$ cat config.mk
export PLATFORM = sky130hd
export DESIGN_NAME = system_tick_timer
export DESIGN_NICKNAME = d
export VERILOG_FILES = /design/src/design/stt_pkg.sv /design/src/design/system_tick_timer.sv
export SDC_FILE = /design/constraint.sdc
export NUM_CORES = 1
export LEC_CHECK = 0
export ABC_AREA = 1
export BUFFER_PORTS_ARGS = -buffer_cell sky130_fd_sc_hd__buf_2
export CORE_MARGIN = 2
export CORE_UTILIZATION = 43
export DETAILED_ROUTE_END_ITERATION = 10
export GPL_TIMING_DRIVEN = 0
export HOLD_SLACK_MARGIN = 0.02
export PLACE_DENSITY = 0.6
export SYNTH_ARGS = -nofsm -noshare
export SYNTH_HDL_FRONTEND = slang
export SYNTH_SLANG_ARGS = --single-unit
export TNS_END_PERCENT = 5
$ cat constraint.sdc
create_clock -name clk -period 3.36 [get_ports clk]
set_input_delay 0.168 -clock clk [delete_from_list [all_inputs] [get_ports clk]]
set_output_delay 0.168 -clock clk [all_outputs]
set_load 0.005 [all_outputs]
$ cat src/design/stt_pkg.sv
`timescale 1ns / 1ps
// stt_pkg: shared constants for the system tick timer.
// Operation and address codes, default sizes. No dependencies.
package stt_pkg;

    localparam int COUNTER_WIDTH   = 24;
    localparam int PRESCALE_DIVIDE = 8;
    localparam int WRAP_WIDTH      = 40;

    localparam int DATA_WIDTH = 32;
    localparam int READ_WIDTH = 64;
    localparam int FLAG_BIT   = 16;

    localparam logic [1:0] OP_TICK  = 2'd0;
    localparam logic [1:0] OP_READ  = 2'd1;
    localparam logic [1:0] OP_WRITE = 2'd2;

    localparam logic [1:0] ADDR_CTRL    = 2'd0;
    localparam logic [1:0] ADDR_RELOAD  = 2'd1;
    localparam logic [1:0] ADDR_CURRENT = 2'd2;
    localparam logic [1:0] ADDR_ELAPSED = 2'd3;

endpackage

$ cat src/design/system_tick_timer.sv
`timescale 1ns / 1ps
// system_tick_timer: 24-bit down-counting tick timer with extended elapsed count.
// Depends on stt_pkg for codes and default sizes.
//
// Usage:
//   Request channel (cmd_valid / cmd_stall) carries one clock tick, one
//   register read or one register write per request (operation, address,
//   write_data). Result channel (res_valid / res_stall) returns exactly one
//   result per request: read_data and irq_pulse.
//   After acceptance the request passes the input register, then the
//   counter/register update that also loads the result register; res_valid
//   rises when the result register is loaded. Throughput is one request per
//   cycle while the receiver does not stall; the state update is a single
//   decrement, reload, flag clear or register write.
//   When the receiver stalls, the result register holds; the input register
//   fills, and cmd_stall rises while both are occupied and res_stall is high.
//   Reset clears the control bits, flag, reload and current value, the
//   prescaler, and sets the wrap counter to one; both stages come up empty.
module system_tick_timer #(
    parameter int COUNTER_WIDTH   = stt_pkg::COUNTER_WIDTH,
    parameter int PRESCALE_DIVIDE = stt_pkg::PRESCALE_DIVIDE,
    parameter int WRAP_WIDTH      = stt_pkg::WRAP_WIDTH
) (
    input  logic                            clk,
    input  logic                            rst_n,
    input  logic                            cmd_valid,
    output logic                            cmd_stall,
    input  logic [1:0]                      operation,
    input  logic [1:0]                      address,
    input  logic [stt_pkg::DATA_WIDTH-1:0]  write_data,
    output logic                            res_valid,
    input  logic                            res_stall,
    output logic [stt_pkg::READ_WIDTH-1:0]  read_data,
    output logic                            irq_pulse
);

    localparam int PRE_W = $clog2(PRESCALE_DIVIDE);
    localparam int EXT_W = WRAP_WIDTH + COUNTER_WIDTH;
    localparam int SUM_W = (EXT_W > stt_pkg::READ_WIDTH) ? EXT_W : stt_pkg::READ_WIDTH;

    // input register
    logic                           s1_valid_reg;
    logic [1:0]                     s1_op_reg;
    logic [1:0]                     s1_addr_reg;
    logic [stt_pkg::DATA_WIDTH-1:0] s1_data_reg;

    // timer state
    logic                     run_enable_reg, run_enable_next;
    logic                     irq_enable_reg, irq_enable_next;
    logic                     clk_src_full_reg, clk_src_full_next;
    logic                     count_flag_reg, count_flag_next;
    logic [COUNTER_WIDTH-1:0] reload_reg, reload_next;
    logic [COUNTER_WIDTH-1:0] current_reg, current_next;
    logic [WRAP_WIDTH-1:0]    wrap_reg, wrap_next;
    logic [PRE_W-1:0]         prescale_reg, prescale_next;

    // result register
    logic                           res_valid_reg;
    logic [stt_pkg::READ_WIDTH-1:0] read_data_reg, read_data_next;
    logic                           irq_reg, irq_next;

    logic cmd_fire;
    logic s1_fire;
    logic step;
    logic [SUM_W-1:0] elapsed;

    assign s1_fire   = s1_valid_reg && (!res_valid_reg || !res_stall);
    assign cmd_stall = s1_valid_reg && res_valid_reg && res_stall;
    assign cmd_fire  = cmd_valid && !cmd_stall;

    assign res_valid = res_valid_reg;
    assign read_data = read_data_reg;
    assign irq_pulse = irq_reg;

    assign elapsed = (SUM_W'(wrap_reg) << COUNTER_WIDTH) - SUM_W'(current_reg);

    always_comb
    begin
        run_enable_next   = run_enable_reg;
        irq_enable_next   = irq_enable_reg;
        clk_src_full_next = clk_src_full_reg;
        count_flag_next   = count_flag_reg;
        reload_next       = reload_reg;
        current_next      = current_reg;
        wrap_next         = wrap_reg;
        prescale_next     = prescale_reg;
        read_data_next    = '0;
        irq_next          = 1'b0;
        step              = 1'b0;

        unique case (s1_op_reg)
            stt_pkg::OP_TICK:
            begin
                if (run_enable_reg)
                begin
                    if (clk_src_full_reg)
                    begin
                        step = 1'b1;
                    end
                    else
                    begin
                        if (prescale_reg == PRE_W'(PRESCALE_DIVIDE - 1))
                        begin
                            prescale_next = '0;
                            step          = 1'b1;
                        end
                        else
                        begin
                            prescale_next = prescale_reg + 1'b1;
                        end
                    end
                    if (step)
                    begin
                        if (current_reg == '0)
                        begin
                            current_next = reload_reg;
                        end
                        else
                        begin
                            current_next = current_reg - 1'b1;
                            if (current_reg == COUNTER_WIDTH'(1))
                            begin
                                count_flag_next = 1'b1;
                                wrap_next       = wrap_reg + 1'b1;
                                irq_next        = irq_enable_reg;
                            end
                        end
                    end
                end
            end
            stt_pkg::OP_READ:
            begin
                unique case (s1_addr_reg)
                    stt_pkg::ADDR_CTRL:
                    begin
                        read_data_next[0]                = run_enable_reg;
                        read_data_next[1]                = irq_enable_reg;
                        read_data_next[2]                = clk_src_full_reg;
                        read_data_next[stt_pkg::FLAG_BIT] = count_flag_reg;
                        count_flag_next                  = 1'b0;
                    end
                    stt_pkg::ADDR_RELOAD:
                        read_data_next = stt_pkg::READ_WIDTH'(reload_reg);
                    stt_pkg::ADDR_CURRENT:
                        read_data_next = stt_pkg::READ_WIDTH'(current_reg);
                    default:
                        read_data_next = elapsed[stt_pkg::READ_WIDTH-1:0];
                endcase
            end
            stt_pkg::OP_WRITE:
            begin
                unique case (s1_addr_reg)
                    stt_pkg::ADDR_CTRL:
                    begin
                        run_enable_next   = s1_data_reg[0];
                        irq_enable_next   = s1_data_reg[1];
                        clk_src_full_next = s1_data_reg[2];
                    end
                    stt_pkg::ADDR_RELOAD:
                        reload_next = s1_data_reg[COUNTER_WIDTH-1:0];
                    stt_pkg::ADDR_CURRENT:
                    begin
                        current_next    = '0;
                        count_flag_next = 1'b0;
                    end
                    default:
                        wrap_next = WRAP_WIDTH'(1);
                endcase
            end
            default:
            begin
                read_data_next = '0;
            end
        endcase
    end

    always_ff @(posedge clk or negedge rst_n)
    begin
        if (!rst_n)
        begin
            s1_valid_reg     <= 1'b0;
            res_valid_reg    <= 1'b0;
            run_enable_reg   <= 1'b0;
            irq_enable_reg   <= 1'b0;
            clk_src_full_reg <= 1'b0;
            count_flag_reg   <= 1'b0;
            reload_reg       <= '0;
            current_reg      <= '0;
            wrap_reg         <= WRAP_WIDTH'(1);
            prescale_reg     <= '0;
        end
        else
        begin
            if (cmd_fire)
            begin
                s1_valid_reg <= 1'b1;
            end
            else if (s1_fire)
            begin
                s1_valid_reg <= 1'b0;
            end

            if (s1_fire)
            begin
                res_valid_reg    <= 1'b1;
                run_enable_reg   <= run_enable_next;
                irq_enable_reg   <= irq_enable_next;
                clk_src_full_reg <= clk_src_full_next;
                count_flag_reg   <= count_flag_next;
                reload_reg       <= reload_next;
                current_reg      <= current_next;
                wrap_reg         <= wrap_next;
                prescale_reg     <= prescale_next;
            end
            else if (!res_stall)
            begin
                res_valid_reg <= 1'b0;
            end
        end
    end

    always_ff @(posedge clk)
    begin
        if (cmd_fire)
        begin
            s1_op_reg   <= operation;
            s1_addr_reg <= address;
            s1_data_reg <= write_data;
        end
        if (s1_fire)
        begin
            read_data_reg <= read_data_next;
            irq_reg       <= irq_next;
        end
    end

`ifndef ASSERT_OFF
    // irq only on a step that lands on zero, which also sets the flag
    assert property (@(posedge clk) disable iff (!rst_n)
        s1_fire && irq_next |=> current_reg == '0 && count_flag_reg)
        else $error("irq without counter reaching zero");

    assert property (@(posedge clk) disable iff (!rst_n)
        s1_fire && s1_op_reg == stt_pkg::OP_WRITE && s1_addr_reg == stt_pkg::ADDR_CURRENT
        |=> current_reg == '0 && !count_flag_reg)
        else $error("current write did not clear counter and flag");

    assert property (@(posedge clk) disable iff (!rst_n)
        s1_fire && s1_op_reg == stt_pkg::OP_TICK && !run_enable_reg
        |=> $stable(current_reg) && $stable(prescale_reg) && $stable(wrap_reg))
        else $error("disabled tick changed counter state");

    assert property (@(posedge clk) disable iff (!rst_n)
        cmd_stall |-> s1_valid_reg && res_valid_reg)
        else $error("request stalled with a free stage");
`endif

endmodule
Word-level counts from Yosys, hierarchy flattened --
Index checks and enable logic that the tools add are counted.
Operators by class: eq/ne operators 14, bitwise gates (word level) 5, muxes and demuxes 31, $add $sub $neg 4, reduce and logical (&&, ||, !) cells 22
Operator list (number):
- two-way mux 40 bit | 5
- case mux 47 bit (3 select lines) | 1
- two-way mux 24 bit | 4
- case mux 40 bit (2 select lines) | 1
- subtractor 64 x 24 -> 64 bit | 1
- case mux 24 bit (2 select lines) | 1
- adder 40 x 1 -> 40 bit, second input constant | 1
- case mux 13 bit (3 select lines) | 1
- equality test 24 x 1 -> 1 bit, second input constant | 1
- zero test 24 bit | 1
- subtractor 24 x 1 -> 24 bit, second input constant | 1
- two-way mux 1 bit | 14
- != test 2 bit, second input constant | 7
- case mux 3 bit (3 select lines) | 1
- AND reduction 8 bit | 1
- AND reduction 7 bit | 1
- case mux 1 bit (3 select lines) | 2
- AND reduction 3 bit | 2
- NOT 1 bit | 5
- AND reduction 5 bit | 1
- OR reduction 5 bit | 1
- equality test 2 x 1 -> 1 bit, second input constant | 2
- equality test 2 bit, second input constant | 2
- logical AND 1 bit | 4
- other kinds (11) | 15
Storage, ports and cells: output and inout bits 67, flip-flop bits (word level) 190, word-level logic and storage cells 91

Depth between registers and ports, before layout --
depth in word-level cells 8, depth in mapped cells 13, gate-level depth less buffers 13

Worst setup path before layout --
Ideal clock, no wire load.
kind register to register, start point register res_valid_reg (netlist: res_valid), end point register reload_reg[3], setup time 0.125 ns, path slack 0.448 ns, path buffers 0, stages on the path, launching flop included 7, arrival 2.788 ns, required time 3.235 ns, period minus slack after synthesis 2.912 ns, cells stage by stage dfrtp_1 nand2_1 nand2_1 inv_1 nand2_1 nor2_1 mux2_2
Between the ends: cells in the longest elaborated chain, start to end 4
RTL lines:
- from (decl) | line system_tick_timer.sv:58 | logic res_valid_reg;
- from (signal assigned) | line system_tick_timer.sv:182 | res_valid_reg <= 1'b0;
- from (signal assigned) | line system_tick_timer.sv:205 | res_valid_reg <= 1'b1;
- from (signal assigned) | line system_tick_timer.sv:217 | res_valid_reg <= 1'b0;
- zero test 1 bit | line system_tick_timer.sv:67 | assign s1_fire = s1_valid_reg && (!res_valid_reg || !res_stall);
- logical OR 1 bit | line system_tick_timer.sv:67
- logical AND 1 bit | line system_tick_timer.sv:67
- net s1_fire | line system_tick_timer.sv:63 | logic s1_fire;
- AND reduction 3 bit (no line)
- to (signal assigned) | line system_tick_timer.sv:210 | reload_reg <= reload_next;
- to (decl) | line system_tick_timer.sv:52 | logic [COUNTER_WIDTH-1:0] reload_reg, reload_next;
The timed path passes the listed nets, and every way through them passes these cells. A chain may end at the register's enable or synchronous reset.

Worst setup path after layout --
start point register s1_op_reg[1], end point register read_data_reg (netlist bit read_data[33]), data pin
Between the ends: cells in the longest elaborated chain, start to end 1
RTL lines:
- from (decl) | line system_tick_timer.sv:43 | logic [1:0] s1_op_reg;
- from (signal assigned) | line system_tick_timer.sv:226 | s1_op_reg <= operation;
- equality test 2 x 1 -> 1 bit | line system_tick_timer.sv:91 | unique case (s1_op_reg)
- to (signal assigned) | line system_tick_timer.sv:232 | read_data_reg <= read_data_next;
- to (decl) | line system_tick_timer.sv:59 | logic [stt_pkg::READ_WIDTH-1:0] read_data_reg, read_data_next;
No other way between the ends.

==> flow_results.xml <==
<?xml version="1.0" encoding="UTF-8"?>
<metrics>
  <group name="global_routing">
    <metric name="grt.total_usage" unit="%">29.21</metric>
    <metric name="first_global_vias" unit="">10460</metric>
    <metric name="grt_start_max_net_pins" unit="">67</metric>
    <metric name="antenna_violations_before_repair" unit="">0</metric>
    <metric name="global_route.overflow_total" unit="">0</metric>
    <metric name="grt_first_pass_wirelength" unit="µm">58790</metric>
  </group>
  <group name="logic_synthesis">
    <metric name="ys.warnings.count" unit="">0</metric>
    <metric name="synth.top_cell.area_share" unit="%">25.04</metric>
    <metric name="ys_seq_area_share" unit="%">46.82</metric>
    <metric name="postSynthNetCount" unit="">1541</metric>
    <metric name="synthCells" unit="">1491</metric>
    <metric name="post-synth-top-count-cell" unit="">nand2_1</metric>
    <metric name="synthArstFlopShare" unit="%">51.05</metric>
    <metric name="syn-mean-instance-area" unit="µm²">7.479</metric>
    <metric name="synth.ff_latch_count" unit="">190</metric>
    <metric name="synth_xor_area_share" unit="%">2.671</metric>
    <metric name="number_of_unique_standard_cell_types_used_by_synthesis" unit="">44</metric>
    <metric name="post_syn_area" unit="µm²">11150</metric>
    <metric name="synth_flop_cell" unit="">dfrtp_1</metric>
    <metric name="post_synth_main_area_contributors" unit="">edfxtp_1, dfrtp_1, nand2_1</metric>
    <metric name="synth_simple_gate_area_share" unit="%">30.44</metric>
    <metric name="synth.cells.most_frequent" unit="">nand2_1, nor2_1, inv_1</metric>
    <metric name="synth_area_leader_cell" unit="">edfxtp_1</metric>
    <metric name="synth_enable_flop_cells" unit="">93</metric>
    <metric name="synth_top_family_by_area" unit="">simple AND/OR/NAND/NOR gates</metric>
    <metric name="synth-adder-area-share" unit="%">1.122</metric>
    <metric name="synthesized_area_fraction_occupied_by_ao_oa_aoi_and_oai_cells" unit="%">10.86</metric>
    <metric name="muxShareOfSynthArea" unit="%">0.4039</metric>
  </group>
  <group name="pwr">
    <metric name="p_switching" unit="mW">4.245</metric>
    <metric name="power_density" unit="nW/µm²">714.3</metric>
    <metric name="post-layout-total-power" unit="mW">9.282</metric>
    <metric name="pwr-share-comb" unit="%">41.3</metric>
    <metric name="p_int" unit="mW">5.037</metric>
    <metric name="power.leakage" unit="nW">5.826</metric>
    <metric name="sw_ratio" unit="%">45.73</metric>
    <metric name="p_clk_share" unit="%">22.5</metric>
    <metric name="flop_pwr_share" unit="%">36.1</metric>
    <metric name="max-vdd-ir-drop" unit="µV">371.2</metric>
  </group>
  <group name="critical_path">
    <metric name="crit_path_max_fanout" unit="">10</metric>
    <metric name="cp_data_required_time" unit="ps">3580</metric>
    <metric name="rr_startpoint" unit="">s1_op_reg[1]</metric>
    <metric name="arrival" unit="ps">3290</metric>
    <metric name="terminus_of_the_critical_flop_to_flop_path" unit="">read_data[33]</metric>
    <metric name="worst-r2r-cell-count" unit="">7</metric>
    <metric name="r2r_slack" unit="ps">280</metric>
    <metric name="timing.critical_path.from_type" unit="">flip-flop</metric>
    <metric name="path_class" unit="">reg2reg</metric>
    <metric name="worstSetupEndpointType" unit="">flip-flop</metric>
  </group>
  <group name="outcome">
    <metric name="status" unit="">finished clean</metric>
  </group>
  <group name="final_layout">
    <metric name="num-nets-final" unit="">1690</metric>
    <metric name="largest_register_ffs" unit="">64</metric>
    <metric name="n_antenna_cell" unit="">0</metric>
    <metric name="final_area" unit="µm²">12990</metric>
    <metric name="syn_to_final_growth" unit="%">16.53</metric>
    <metric name="post-route-util" unit="%">51.30</metric>
    <metric name="layout_cells_sized_above_1" unit="%">11.86</metric>
  </group>
  <group name="floorplan">
    <metric name="chipWidth" unit="µm">165.0</metric>
    <metric name="fp.dieArea" unit="µm²">27240</metric>
    <metric name="initial_utilization" unit="%">44.03</metric>
    <metric name="die_h" unit="µm">165.0</metric>
    <metric name="floorplan.rows" unit="">58</metric>
    <metric name="ios" unit="">107</metric>
    <metric name="core-area" unit="µm²">25330</metric>
  </group>
  <group name="clock_tree">
    <metric name="clkSlewWorstSetupHoldPaths" unit="ps">90</metric>
    <metric name="clock_tree.htree_level_count" unit="">4</metric>
    <metric name="cts.root.buffer_cell" unit="">clkbuf_16</metric>
    <metric name="postCtsSetupBuffers" unit="">0</metric>
    <metric name="clk_latency" unit="ps">460</metric>
    <metric name="clock_sink_count" unit="">190</metric>
    <metric name="cts-buffers-inserted" unit="">17</metric>
    <metric name="cts_tree" unit="">built</metric>
    <metric name="ctsLongestPathBuffers" unit="">2</metric>
  </group>
  <group name="placed_design">
    <metric name="detailedPlacementHpwl" unit="µm">28890</metric>
    <metric name="io_buffer_count" unit="">98</metric>
    <metric name="final_weighted_congestion_of_routability_driven_global_placement" unit="">0.9945</metric>
    <metric name="placed_cell_area" unit="µm²">12090</metric>
  </group>
  <group name="drt">
    <metric name="post_drt_via_cell_ratio" unit="">5.343</metric>
    <metric name="detail_route.drc_violations" unit="">0</metric>
    <metric name="drtIter0Drc" unit="">791</metric>
    <metric name="detail-route-antenna-nets" unit="">0</metric>
    <metric name="via_count" unit="">10600</metric>
    <metric name="routedWlPerCell" unit="µm">19.25</metric>
    <metric name="final_wirelength" unit="µm">38180</metric>
    <metric name="detail_route.first_pass.iterations" unit="">7</metric>
  </group>
  <group name="sta">
    <metric name="period_minus_slack" unit="ps">3077</metric>
    <metric name="final_min_period_over_clock_period" unit="%">91.58</metric>
    <metric name="maxSlewViolCount" unit="">0</metric>
    <metric name="clock_skew" unit="ps">15.21</metric>
    <metric name="relSlewSlack" unit="%">23.82</metric>
    <metric name="finalHoldViolCount" unit="">0</metric>
    <metric name="setup_viol_count_final" unit="">0</metric>
    <metric name="tightest_slew" unit="ps">1141</metric>
    <metric name="timing.fmax" unit="GHz">0.3250</metric>
    <metric name="grt_setup_unrepaired" unit="">no</metric>
  </group>
  <group name="min_path">
    <metric name="worst_hold_path_type" unit="">in2async</metric>
  </group>
  <group name="job">
    <metric name="timing.max_cap.violations" unit="">0</metric>
  </group>
</metrics>
worst max path at each step:
| stage | endpoint | from | cells past startpoint | slack (ps) |
|---|---|---|---|---|
| final | read_data[33] | s1_op_reg[1] | 7 | 280 |
| after global routing | reload_reg[20] | res_valid | 7 | 150 |
| after floorplan | reload_reg[3] | res_valid | 6 | 450 |
| after detailed placement | reload_reg[20] | res_valid | 7 | 160 |
| after global placement | reload_reg[1] | res_valid | 7 | -1160 |
| after CTS | reload_reg[1] | res_valid | 7 | 110 |
placed cells by master, fill, tap and decap left out, drive strengths merged, types with 4 or more instances in the layout:
master,count
nand2,388
nor2,279
inv,172
o21ai,134
buf,120
dfrtp,96
nand3,95
edfxtp,93
a21oi,50
clkbuf,43
xor2,31
dlygate4sd3,31
nand4,29
o22ai,20
nor3,16
ha,10
clkinv,9
o21a,6
a31oi,5
mux2,4
worst max-delay path, stage by stage (launching register included):
cell and delay, ps:
edfxtp_1 400, inv_1 90, ha_1 140, clkbuf_1 400, inv_1 290, nor2_1 470
clkinv_1 520, nor3_1 510
layer usage:
| metal | vias up | track usage [%] | part of all wire [%] |
|---|---|---|---|
| met5 | - | 0 | 0 |
| met3 | 95 | 3.666 | 4.2 |
| met2 | 330 | 51.00 | 49 |
| li1 | 5164 | - | - |
| met4 | 0 | 14.74 | 5.2 |
| met1 | 5006 | 35.42 | 41 |
layout make-up:
| cell class | count | area [µm²] |
|---|---|---|
| well taps | 330 | 412.9 |
| repair buffers | 130 | 830.8 |
| clock inverters | 15 | 168.9 |
| inverters | 166 | 625.6 |
| flip-flops and latches | 190 | 5221 |
| plain buffers | 47 | 232.7 |
| multi-input cells | 1088 | 5076 |
| clock buffers | 17 | 425.4 |
| fillers | 2551 | 12330 |
power groups by stage:
stage,Combinational [mW],Clock [mW],Sequential [mW]
3_3_place_gp,3.71,0,3.39
4_1_cts,3.79,2.11,3.34
6_report,3.84,2.09,3.35
2_1_floorplan,2.60,0,3.25
5_1_grt,4.27,2.21,3.40
3_5_place_dp,3.73,0,3.39
cell families (layout without fill, tap and decap cells):
kind of cell    Yosys count  count (layout)
flops                   190             190
buf+inv                 213             375
fa+ha+maj                10              10
mux                       4               4
compound gates          224             224
xor+xnor                 34              34
simple gates            816             816
timing repair:
item,in CTS,in global routing
resized for setup,0,1
hold endpoints to repair,69,0
hold buffers,31,0
setup endpoints to repair,0,10
metrics by stage:
| step | hold WS [ps] | TNS, ps | std cells | setup WS (ps) |
|---|---|---|---|---|
| finish | 261.9 | 0 | 1983 | 283.0 |
| global route | 307.3 | 0 | 1983 | 149.8 |
| CTS | 297.7 | 0 | 1983 | 111.8 |
| detailed placement | 213.8 | 0 | 1920 | 157.9 |
| global placement | 344.3 | -24560 | 1919 | -1162 |
| floorplan | -127.6 | 0 | 1491 | 447.6 |
No activity file was read; power rests on OpenSTA's default activity.
